### src/sv/tcw_pkg.sv
// Shared types and constants for the text console writer.
// No dependencies; imported by every module of the block but tcw_ram.
`default_nettype none

package tcw_pkg;

    localparam int CHAR_W     = 8;
    localparam int CELL_W     = 16;
    localparam int ROW_FLD_W  = 5;
    localparam int COL_FLD_W  = 7;
    localparam int COLOR_W    = 4;
    localparam int CFG_IDX_W  = 2;
    localparam int S_TDATA_W  = 24;
    localparam int M_TDATA_W  = 32;

    localparam logic [CHAR_W-1:0] NEWLINE_CODE    = 8'd10;
    localparam logic [CHAR_W-1:0] FIRST_PRINTABLE = 8'd32;
    localparam logic [CHAR_W-1:0] LAST_PRINTABLE  = 8'd127;

    localparam logic KIND_PUT  = 1'b0;
    localparam logic KIND_READ = 1'b1;

    localparam logic [CFG_IDX_W-1:0] CFG_FORE_COLOR = 2'd0;
    localparam logic [CFG_IDX_W-1:0] CFG_BACK_COLOR = 2'd1;

    typedef struct packed {
        logic accept;
        logic clear_step;
        logic scroll_step;
        logic load_out;
    } tcw_cmd_t;

    typedef struct packed {
        logic need_scroll;
        logic sweep_last;
        logic out_free;
    } tcw_status_t;

    typedef enum logic [3:0] {
        ST_CLEAR  = 4'b0001,
        ST_IDLE   = 4'b0010,
        ST_SCROLL = 4'b0100,
        ST_PUSH   = 4'b1000
    } tcw_state_t;

endpackage

`default_nettype wire

### src/sv/tcw_ctrl.sv
// Controller state machine: clear pass, item accept, scroll sweep, result push.
// Depends on tcw_pkg.
`default_nettype none

module tcw_ctrl (
    input  wire logic                 aclk,
    input  wire logic                 aresetn,
    input  wire logic                 in_valid,
    input  wire logic                 in_kind,
    output logic                      in_ready,
    input  wire tcw_pkg::tcw_status_t status,
    output tcw_pkg::tcw_cmd_t         cmd
);
    import tcw_pkg::*;

    tcw_state_t state_reg, state_next;

    always_comb begin
        state_next      = state_reg;
        cmd             = '0;
        in_ready        = 1'b0;
        unique case (state_reg)
            ST_CLEAR: begin
                cmd.clear_step = 1'b1;
                if (status.sweep_last) begin
                    state_next = ST_IDLE;
                end
            end
            ST_IDLE: begin
                in_ready = 1'b1;
                if (in_valid) begin
                    cmd.accept = 1'b1;
                    if (in_kind == KIND_PUT && status.need_scroll) begin
                        state_next = ST_SCROLL;
                    end else begin
                        state_next = ST_PUSH;
                    end
                end
            end
            ST_SCROLL: begin
                cmd.scroll_step = 1'b1;
                if (status.sweep_last) begin
                    state_next = ST_PUSH;
                end
            end
            ST_PUSH: begin
                if (status.out_free) begin
                    cmd.load_out = 1'b1;
                    state_next   = ST_IDLE;
                end
            end
            default: state_next = ST_CLEAR;
        endcase
    end

    always_ff @(posedge aclk) begin
        if (!aresetn) begin
            state_reg <= ST_CLEAR;
        end else begin
            state_reg <= state_next;
        end
    end

endmodule

`default_nettype wire

### config.mk
export PLATFORM = sky130hd
export DESIGN_NAME = tcw_ctrl
export DESIGN_NICKNAME = d
export VERILOG_FILES = /design/src/sv/tcw_pkg.sv /design/src/sv/tcw_ctrl.sv
export SDC_FILE = /design/constraint.sdc
export NUM_CORES = 1
export LEC_CHECK = 0
export ABC_CLOCK_PERIOD_IN_PS = 1500
export BUFFER_PORTS_ARGS = -buffer_cell sky130_fd_sc_hd__buf_2
export CAP_MARGIN = 15
export CORE_AREA = 5 5 42 44
export CTS_CLUSTER_SIZE = 28
export DETAILED_ROUTE_END_ITERATION = 10
export DIE_AREA = 0 0 47 49
export HOLD_SLACK_MARGIN = 0.08
export PLACE_DENSITY = 0.4
export SETUP_SLACK_MARGIN = 0.05
export SLEW_MARGIN = 10
export SYNTH_ARGS = -nofsm -noshare
export SYNTH_HDL_FRONTEND = slang
export SYNTH_SLANG_ARGS = --single-unit
### constraint.sdc
create_clock -name aclk -period 1.5 [get_ports aclk]
set_input_delay 0.15 -clock aclk [delete_from_list [all_inputs] [get_ports aclk]]
set_output_delay 0.15 -clock aclk [all_outputs]
set_load 0.03 [all_outputs]
==> Word-level counts from Yosys, hierarchy flattened <==
Cells that the tools add are included.
Widths: inputs -> output; s select.
{ "op_classes": {"n_eq_ne": 8, "muxes": 13, "n_bitwise": 1, "reduce_logical": 2} }
{ "op_table": {"columns": ["op", "count"], "rows": [
  ["$mux 4", 5],
  ["$pmux 4 s4", 1],
  ["$ne 2x2->1 const B", 4],
  ["$mux 1", 7],
  ["$eq 4x1->1 const B", 1],
  ["$eq 4x2->1 const B", 1],
  ["$eq 4x3->1 const B", 1],
  ["$eq 4x4->1 const B", 1],
  ["$reduce_and 4->1", 1],
  ["$logic_and 1x1->1", 1],
  ["$not 1->1", 1]
]} }
{ "totals": {"reg_bits": 4, "inputBits": 7, "output_inout_bits": 5, "wordCells": 25} }

==> Depth between registers and ports, before layout <==
Gate-level depths: netlist of run 1.
{ "logic_depth": {"depth_word": 5, "ltp_mapped": 4} }

==> Worst setup path after synthesis of run 1 <==
Ideal clock, no wire load.
{ "synth_path": {"path_type": "reg-to-reg", "startpoint": "register state_reg[1]", "endpoint": "register state_reg[2]", "arrival_time_ns": 1.776, "setup_slack_ns": -0.346, "path_stages_with_launch": 5, "path_buffers": 1, "period_less_slack_ns": 1.846, "path_cell_list": "dfxtp_1 clkbuf_2 nor4b_1 a32oi_1 nor2_1"} }
{ "synth_between": {"elab_chain_cells": 3} }
{ "synth_rtl": {"columns": ["element", "line", "source"], "rows": [
  ["start: declaration", "tcw_ctrl.sv:16", "tcw_state_t state_reg, state_next;"],
  ["start signal: assignment", "tcw_ctrl.sv:60", "state_reg <= state_next;"],
  ["$eq 4x1->1 (tied with other cells)", "tcw_ctrl.sv:22", "unique case (state_reg)"],
  ["$ne 2x2->1 (no source line)", null, null],
  ["$reduce_and 4->1 (no source line)", null, null]
]} }
Several ways; a longest one is shown, not always the timed one.
A chain may end at the register's enable or synchronous reset.

==> summary.txt, run 1 <==
Power
  • Max VDD drop: around 0.37 mV
  • Lkg Pwr: 0.179 nW
  • Power Density: 759 nW/um^2
  • Tot Pwr: ~0.00033 W

Logic synthesis
  • Largest cells by area after synthesis: dfxtp_1, nor4b_4, nor4b_1
  • Post-synth ARST share: 0%
  • Area share of the largest cell type after synthesis: between 20 and 30%
  • Synth Instances: 33
  • Mapped cell area: slightly below 300 sq um
  • Syn_nets: 40
  • Post-synthesis sequential area ratio: 27.7%
  • Yosys warns: 0
  • EDFF count, synth: 0
  • Synth Flop Type: dfxtp_1
  • Syn_area_per_cell: 8.76 sq um
  • Largest area contributor in the netlist: dfxtp_1
  • Seq cells post-synth: 4
  • Post-synth cell types: 23

Floorplanning
  • Chip Height: 49 microns
  • Boundary pin count: 12
  • Initial Utilization: 20.6%
  • Core area: 1400 sq um
  • Die Span X: roughly 47 microns
  • Row count: 14
  • Die area: roughly 2300 sq um

STA
  • Setup violations, final: 0
  • Tmin final: roughly 1.4 ns
  • Pins Over Slew Limit: 0
  • Final Skew: 0.00126 ns
  • TNS Setup: 0 ns
  • Final Hold Viols: 0
  • RSZ-0062 raised after global routing: yes
  • Maximum clock rate: between 0.7 and 0.8 GHz
  • Tcrit/Tclk final: a little over nine tenths
  • Worst slew pin tran: around 0.25 ns
  • Slew Limit Headroom: between 80 and 90%

Cells and area
  • Largest register FFs: 4
  • Antenna Cells: 0
  • Final nets: 56
  • Post-route cell area: about 430 sq um
  • Fillers: 164
  • Util after Layout: about 30%
  • Most common library cell in the layout ignoring fill and taps: buf_2
  • Most frequent cells in the layout: buf_2, buf_4, inv_1, nor2_1, clkbuf_4
  • Non-filler cells, final: 63
  • Layout cells sized above 1: a little under three fifths
  • Area growth, synth to finish: 48.9%

Global routing
  • Largest net degree at the start of global routing: 12
  • First-pass GRT wire length: between 1000 and 1500 microns
  • GRT Overall Usage: 8.30%
  • Overflow after GRT: 0
  • Vias in the first global route: between 200 and 300
  • Initial antenna violation count: 0

Setup path
  • Crit path DAT: 1.26 ns
  • Crit path kind: flop to output pin
  • Setup crit end kind: output pin
  • Critical Path Fanout Max: 9
  • Crit-path cells: nor4b_4, and2_4, buf_6
  • Max incr delay on CP: 0.37 ns
  • Worst Path Required: about 1.4 ns
  • Crit path launch type: flop
  • CP max-delay cell: dfxtp_4

Clock network
  • Max Buffers Root-to-Sink: 2
  • TritonCTS clock tree: yes
  • Root buffer cell: clkbuf_4
  • Num CTS Buffers: 3
  • Sink Count: 4
  • Clk_lat worst skew: 0.23 ns
  • CTS clock-pin slew for the worst setup and hold paths: 0.04 ns
  • H-tree levels: 1

Placed design
  • Post-DP HPWL: a little over 600 microns
  • PortBufs: 11
  • Placed Area: roughly 360 sq um
  • Placed cell count: 57
  • GP Congestion: between 0.7 and 0.8

Detailed routing
  • Avg WL per Cell: between 10 and 15 microns
  • DRT antenna net count: 0
  • Final WL: approximately 850 microns
  • Via Count: around 300
  • Initial drt markers: 3
  • Pre-antenna DRT Iters: 4
  • Vias per cell: around 4.7
  • # DRC: 0

Job
  • Max cap viols: 0

Run status
  • Status: finished clean

Min path
  • Hold WC Path Type: primary input to flop
logic make-up (layout without fill, tap and decap cells):
family | after synthesis | in the layout | share of synthesized area, %
AO/OA/AOI/OAI | 8 | 8 | 22.9
buffers and inverters | 6 | 20 | 11.3
flip-flops | 4 | 4 | 27.7
AND/OR/NAND/NOR | 15 | 15 | 38.1
routing by layer:
metal,GRT usage [%],share of wire [%],routed length [microns]
met5,0,0,0
met1,9.41,45,377
met2,11.3,46,391
met3,3.69,7.3,62
met4,6.91,1.5,13
worst max-delay path, delay by kind of cell, from the launching register on:
kind | cells | cell delay (ns)
AND/OR/NAND/NOR | 2 | 0.52
flip-flops | 1 | 0.37
buffers and inverters | 1 | 0.12
final cells by class:
class	instances	area [sq um]	area share [%]
flip-flops and latches	4	90.1	20.9
well taps	16	20.0	4.65
inverters	3	11.3	2.62
multi-input cells	23	200	46.5
clock buffers	3	22.5	5.23
repair buffers	14	86.3	20.1
through the flow:
step | worst slack [ns] | hold slack, ns
detailed placement | 0.150 | 0.381
floorplan | 0.0585 | 0.226
finish | 0.0922 | 0.152
global route | 0.0375 | 0.141
global placement | 0.118 | 0.377
CTS | 0.0158 | 0.138
final timing paths:
check | start | end | slack, ns | cells past startpoint
min | aresetn | state_reg[0] | 0.15 | 2
max | state_reg[0] | cmd[3] | 0.09 | 3
min reg2reg | state_reg[1] | state_reg[0] | 0.62 | 2
max reg2reg | state_reg[0] | state_reg[2] | 0.26 | 5
synthesized netlist by cell type, drive strengths merged, types with 2 or more instances:
cell / instances
dfxtp: 4
inv: 3
nor2: 3
nor4b: 3
buf: 2
nand3b: 2
o31ai: 2
power by group:
part	total (W)	switching (W)	internal, W	leakage (nW)
Clock	0.000133	0.0000435	0.0000895	0.0138
Combinational	0.0000641	0.0000311	0.0000330	0.131
Sequential	0.000129	0.0000163	0.000113	0.0344
Total	0.000327	0.0000909	0.000236	0.179
timing repair:
item                       in CTS  in global routing
hold buffers                    0                  0
setup endpoints to repair       3                  3
buffers inserted                2                  1
pin swaps                       1                  2
gates resized for setup         4                  7
No activity file was read; power rests on OpenSTA's default activity.
==> run 2: changes to the inputs <==
--- a/config.mk
+++ b/config.mk
@@ -5,6 +5,7 @@
 export SDC_FILE = /design/constraint.sdc
 export NUM_CORES = 1
 export LEC_CHECK = 0
+export ABC_AREA = 1
 export ABC_CLOCK_PERIOD_IN_PS = 1500
 export BUFFER_PORTS_ARGS = -buffer_cell sky130_fd_sc_hd__buf_2
 export CAP_MARGIN = 15
@@ -13,7 +14,7 @@
 export DETAILED_ROUTE_END_ITERATION = 10
 export DIE_AREA = 0 0 47 49
 export HOLD_SLACK_MARGIN = 0.08
-export PLACE_DENSITY = 0.4
+export PLACE_DENSITY = 0.43
 export SETUP_SLACK_MARGIN = 0.05
 export SLEW_MARGIN = 10
 export SYNTH_ARGS = -nofsm -noshare
==> run 2 against run 1 <==
Compared with the run above: global-route usage shrank 0.63 points; die area unchanged; non-clock buffer count fell by 3; worst hold slack worse by 0.014 ns; setup slack better by 0.029 ns; utilization fell by 0.54 points; count of clock-buffer cells in the layout did not move; synthesized cell count grew 79%; cell area shrank 1.7%; fmax increased by 2.1%; register-to-register slack improved by 0.18 ns; first-iteration DRC count unchanged; critical path type unchanged.
==> summary.txt, run 2 <==
Power
  • Sequential power share: roughly a quarter
  • Psw: 0.000352 W
  • Max VDD drop: 0.632 mV
  • Int Pwr: about 0.00037 W
  • Power Density: between 1500 and 2000 nW/um^2
  • Comb power frac: 55.2%
  • Lkg Pwr: 0.260 nW
  • Clock share of power: between 10% and 20%
  • Tot Pwr: about 0.00072 W
  • Switch share: approximately half

Placed design
  • Post-DP HPWL: about 620 microns
  • PortBufs: 11
  • Placed Area: between 300 and 400 sq um
  • GP Congestion: ~0.75

STA
  • Final Hold Viols: 0
  • Worst slew pin tran: between 0.2 and 0.25 ns
  • Maximum clock rate: just over 0.7 GHz
  • Final Skew: about 0.0050 ns
  • Tmin final: around 1.4 ns
  • TNS Setup: 0 ns
  • RSZ-0062 raised after global routing: no
  • Min Hold Slack: around 0.14 ns
  • Setup violations, final: 0
  • Pins Over Slew Limit: 0
  • Slew Limit Headroom: 84.6%
  • Tcrit/Tclk final: about nine tenths

Logic synthesis
  • EDFF count, synth: 0
  • Mapped cell area: 318 sq um
  • Area share of the largest cell type after synthesis: between 20% and 30%
  • Synth Instances: 59
  • Syn_nets: 66
  • Post-synth cell types: 11
  • Seq cells post-synth: 4
  • Synth cell count leaders: nor2_1, nand2_1, inv_1, nand3_1, dfxtp_1
  • Synth Flop Type: dfxtp_1
  • Syn_area_per_cell: around 5.4 sq um
  • Largest cells by area after synthesis: dfxtp_1, nor2_1, nand3_1
  • Post-synthesis sequential area ratio: ~25%
  • Yosys warns: 0
  • Most frequent cell after synthesis: nor2_1
  • Largest area contributor in the netlist: dfxtp_1
  • Post-synth ARST share: 0%

Setup path
  • Crit path DAT: 1.23 ns
  • Critical Path Fanout Max: 4
  • Crit path launch type: flop
  • Crit path kind: flop to output pin
  • Worst Path Required: about 1.4 ns
  • Setup crit end kind: output pin
  • Worst Reg-to-Reg Cells: 7

Detailed routing
  • DRT antenna net count: 0
  • # DRC: 0
  • Via Count: roughly 370
  • Initial drt markers: 3
  • Avg WL per Cell: 8.12 microns
  • Pre-antenna DRT Iters: 2
  • Vias per cell: 4.10
  • Final WL: slightly above 700 microns

Clock network
  • H-tree levels: 1
  • Root buffer cell: clkbuf_4
  • CTS clock-pin slew for the worst setup and hold paths: roughly 0.04 ns
  • Cts-stage hold buffer count: 0
  • Num CTS Buffers: 3
  • Max Buffers Root-to-Sink: 2
  • Sink Count: 4
  • TritonCTS clock tree: yes
  • Clk_lat worst skew: 0.24 ns

Global routing
  • Vias in the first global route: 329
  • Initial antenna violation count: 0
  • GRT Overall Usage: under 10%
  • Overflow after GRT: 0
  • Largest net degree at the start of global routing: 5
  • First-pass GRT wire length: ~1200 microns

Floorplanning
  • Initial Utilization: a little under a quarter
  • Chip Height: 49 microns
  • Boundary pin count: 12
  • Die area: around 2300 sq um
  • Row count: 14
  • Die Span X: 47 microns
  • Core area: between 1000 and 1500 sq um

Min path
  • Worst hold path cell count: 2
  • Hold WC Path Type: primary input to flop

Cells and area
  • Most common library cell in the layout ignoring fill and taps: nor2_1
  • Antenna Cells: 0
  • Final nets: slightly above 80
  • Layout cells sized above 1: 32.9%
  • Fillers: approximately 170
  • Largest register FFs: 4
  • Post-route cell area: 423 sq um
  • Area growth, synth to finish: 33.1%
  • Most frequent cells in the layout: nor2_1, nand2_1, inv_1

Job
  • Max cap viols: 0

Run status
  • Status: finished clean
-- run 2: layout make-up --
cell class / count / area (sq um) / share of cell area [%]
Clock buffer: 3 / 22.5 / 5.33
Inverter: 14 / 52.6 / 12.4
Multi-Input combinational cell: 41 / 185 / 43.8
Sequential cell: 4 / 82.6 / 19.5
Tap cell: 16 / 20.0 / 4.73
Timing Repair Buffer: 11 / 60.1 / 14.2
-- run 2: cells by family after synthesis --
group                  after synthesis  synth area share [%]
AND/OR/NAND/NOR                     40                  55.5
buffers and inverters               14                  16.5
flip-flops                           4                  25.2
AO/OA/AOI/OAI                        1                  2.76
-- run 2: what timing repair did --
| item | 4_1_cts | 5_1_grt |
|---|---|---|
| setup endpoints to repair | 0 | 2 |
| resized for setup | 0 | 4 |
| setup buffers | 0 | 0 |
-- run 2: path summary, 6_finish.rpt --
kind                                   start           end  slack [ns]
worst min-delay path                 aresetn  state_reg[0]        0.14
worst max register to register  state_reg[0]  state_reg[1]        0.44
worst max-delay path            state_reg[1]        cmd[0]        0.12
worst min register to register  state_reg[3]  state_reg[3]        0.50
-- run 2: metal layers --
metal  track usage, %  routed length (microns)
met5                0                        0
met2             9.95                      320
met1             8.99                      337
met4             8.29                       27
met3             2.21                       37
-- run 2: worst max-delay path, cell delays in order, from the launching register on --
cell and delay, ns:
dfxtp_2 0.33, nor2_2 0.17, and2_1 0.18, inv_1 0.04, nor2_1 0.07, clkbuf_4 0.19
-- run 2: power by group through the flow --
stage,sequential (W),combinational [W],clock (W)
6_report,0.000186,0.000399,0.000138
5_1_grt,0.000191,0.000462,0.000151
4_1_cts,0.000182,0.000400,0.000147
3_5_place_dp,0.000184,0.000399,0
3_3_place_gp,0.000184,0.000411,0
2_1_floorplan,0.000176,0.000314,0
-- run 2: metrics by stage --
| step | std cells | utilization [%] | setup slack (ns) |
|---|---|---|---|
| after detailed placement | 86 | 28.0 | 0.344 |
| after global routing | 89 | 30.2 | 0.0558 |
| after floorplan | 59 | - | 0.271 |
| after CTS | 89 | 29.6 | 0.0831 |
| after global placement | 86 | 28.0 | 0.340 |
| final | 89 | 30.2 | 0.121 |
==> run 3: changes to the inputs <==
--- a/config.mk
+++ b/config.mk
@@ -9,10 +9,10 @@
 export ABC_CLOCK_PERIOD_IN_PS = 1500
 export BUFFER_PORTS_ARGS = -buffer_cell sky130_fd_sc_hd__buf_2
 export CAP_MARGIN = 15
-export CORE_AREA = 5 5 42 44
+export CORE_AREA = 2 2 39 41
 export CTS_CLUSTER_SIZE = 28
 export DETAILED_ROUTE_END_ITERATION = 10
-export DIE_AREA = 0 0 47 49
+export DIE_AREA = 0 0 41 43
 export HOLD_SLACK_MARGIN = 0.08
 export PLACE_DENSITY = 0.43
 export SETUP_SLACK_MARGIN = 0.05
==> run 3 against run 2 <==
Compared with the run above: sequential power about the same; critical path depth increased by 1; worst hold slack improved by 0.0099 ns; global-route usage increased by 2.3 points; cell area decreased by 0.30%; count of clock-buffer cells in the layout unchanged; sequential cell count unchanged; sequential share of layout area decreased by 0.24 points; setup slack improved by 0.038 ns; wire length increased by 3.3%.
==> summary.txt, run 3 (synthesis gave the netlist of run 2 again) <==
Detailed routing
  • Vias per cell: between 4 and 5
  • Initial drt markers: 5
  • # DRC: 0
  • Avg WL per Cell: between 8 and 9 microns
  • Via Count: ~380
  • Pre-antenna DRT Iters: 3
  • Met3 wire len: 30 microns
  • Met1 Routed Length: between 300 and 400 microns
  • Final WL: around 750 microns
  • Highest Signal Layer: met3
  • DRT antenna net count: 0
  • Met2 wire len: 372 microns

Setup path
  • Crit path launch type: flop
  • Crit path kind: flop to output pin
  • Crit path DAT: roughly 1.2 ns
  • Worst Reg-to-Reg Cells: 7
  • RR Endpoint: state_reg[2]
  • R2R Setup Slk: approximately 0.36 ns
  • Worst Path Required: around 1.4 ns
  • Critical Path Fanout Max: 4
  • Setup crit end kind: output pin
  • Beginning of the worst register-to-register path: state_reg[2]

Power
  • Max VDD drop: 0.468 mV
  • Psw: ~0.00035 W
  • Sequential power share: a little over a quarter
  • Comb power frac: 55.7%
  • Clock share of power: around 18%
  • Lkg Pwr: between 0.2 and 0.3 nW
  • Tot Pwr: 0.000716 W
  • Switch share: slightly below 50%
  • Int Pwr: approximately 0.00037 W
  • Power Density: between 1500 and 2000 nW/um^2

Global routing
  • GRT Overall Usage: 9.94%
  • Vias in the first global route: about 330
  • First-pass GRT wire length: about 1200 microns
  • Overflow after GRT: 0
  • Initial antenna violation count: 0
  • Largest net degree at the start of global routing: 5

STA
  • Slew Limit Headroom: approximately nine tenths
  • TNS Setup: 0 ns
  • Maximum clock rate: between 0.7 and 0.8 GHz
  • Tmin final: ~1.3 ns
  • RSZ-0062 raised after global routing: no
  • Pins Over Slew Limit: 0
  • Tcrit/Tclk final: between 80% and 90%
  • Final worst setup slack: around 0.16 ns
  • Final Skew: 0.000375 ns
  • Final Hold Viols: 0
  • Worst slew pin tran: 0.171 ns
  • Setup violations, final: 0

Clock network
  • Num CTS Buffers: 3
  • CTS clock-pin slew for the worst setup and hold paths: 0.04 ns
  • Clk_lat worst skew: between 0.2 and 0.25 ns
  • Root buffer cell: clkbuf_4
  • Cts-stage hold buffer count: 0
  • H-tree levels: 1
  • Max Buffers Root-to-Sink: 2
  • Sink Count: 4
  • TritonCTS clock tree: yes

Floorplanning
  • Die area: ~1800 sq um
  • Core area: approximately 1400 sq um
  • Initial Utilization: 23.0%
  • Row count: 14
  • Die Span X: between 40 and 50 microns
  • Chip Height: approximately 43 microns
  • Boundary pin count: 12

Cells and area
  • Antenna Cells: 0
  • Fillers: between 150 and 200
  • Layout cells sized above 1: between 30% and 40%
  • Final nets: 82
  • Area growth, synth to finish: 32.7%
  • Largest register FFs: 4
  • Most frequent cells in the layout: nand2_1, nor2_1, inv_1

Placed design
  • Post-DP HPWL: about 640 microns
  • GP Congestion: ~0.69
  • PortBufs: 11
  • Setup WS pre-CTS: 0.319 ns

Min path
  • Worst hold path cell count: 2
  • Hold Path Sink: state_reg[0]
  • Hold Crit Start: aresetn
  • Hold WC Path Type: primary input to flop

Run status
  • Status: finished clean

Job
  • Max cap viols: 0
run 3: changes by cell type in the layout (fill, tap and decap cells not counted), sizes merged:
| cell | previous run | this run |
|---|---|---|
| clkbuf | 5 | 3 |
| buf | 9 | 11 |
run 3: worst max-delay path by stage:
stage	startpoint	endpoint	slack, ns
detailed placement	state_reg[3]	cmd[0]	0.32
floorplan	state_reg[0]	state_reg[1]	0.27
CTS	state_reg[3]	cmd[0]	0.07
global route	state_reg[3]	cmd[0]	0.07
finish	state_reg[3]	cmd[0]	0.16
global placement	state_reg[3]	cmd[0]	0.32
run 3: worst max-delay path, stage by stage, from the launching register on:
cell and delay (ns):
dfxtp_2 0.35, inv_1 0.05, nor2_1 0.12, and2_1 0.16, inv_1 0.04, nor2_1 0.07, buf_4 0.16
run 3: metrics by stage:
step / instance area (sq um) / hold WS, ns / util (%) / std cells
after global placement: 393 / 0.388 / 28.4 / 86
final: 422 / 0.148 / 30.5 / 89
after floorplan: 318 / 0.234 / - / 59
after detailed placement: 393 / 0.386 / 28.4 / 86
after global routing: 422 / 0.159 / 30.5 / 89
after CTS: 415 / 0.144 / 30.0 / 89
run 3: timing repair:
action,CTS,global route
setup endpoints to repair,0,2
hold endpoints to repair,0,0
gates resized for setup,0,4
buffers inserted,0,0
run 3: area by class of cell:
cell class / instances / area [sq um] / area share [%]
Clock buffer: 3 / 22.5 / 5.34
Inverter: 14 / 52.6 / 12.5
Multi-Input combinational cell: 41 / 188 / 44.5
Sequential cell: 4 / 81.3 / 19.3
Tap cell: 16 / 20.0 / 4.75
Timing Repair Buffer: 11 / 57.6 / 13.6
run 3: power by group through the flow:
stage | Sequential, W | Combinational [W] | Clock [W]
finish | 0.000186 | 0.000399 | 0.000131
global route | 0.000191 | 0.000450 | 0.000139
CTS | 0.000183 | 0.000399 | 0.000137
detailed placement | 0.000185 | 0.000398 | 0
global placement | 0.000184 | 0.000410 | 0
floorplan | 0.000176 | 0.000314 | 0
run 3: metal layers:
layer  vias to the layer above  track usage, %
met5                         -               0
met4                         0            6.00
met3                         0            4.71
met2                        12            16.9
met1                       165            8.68
li1                        206               -
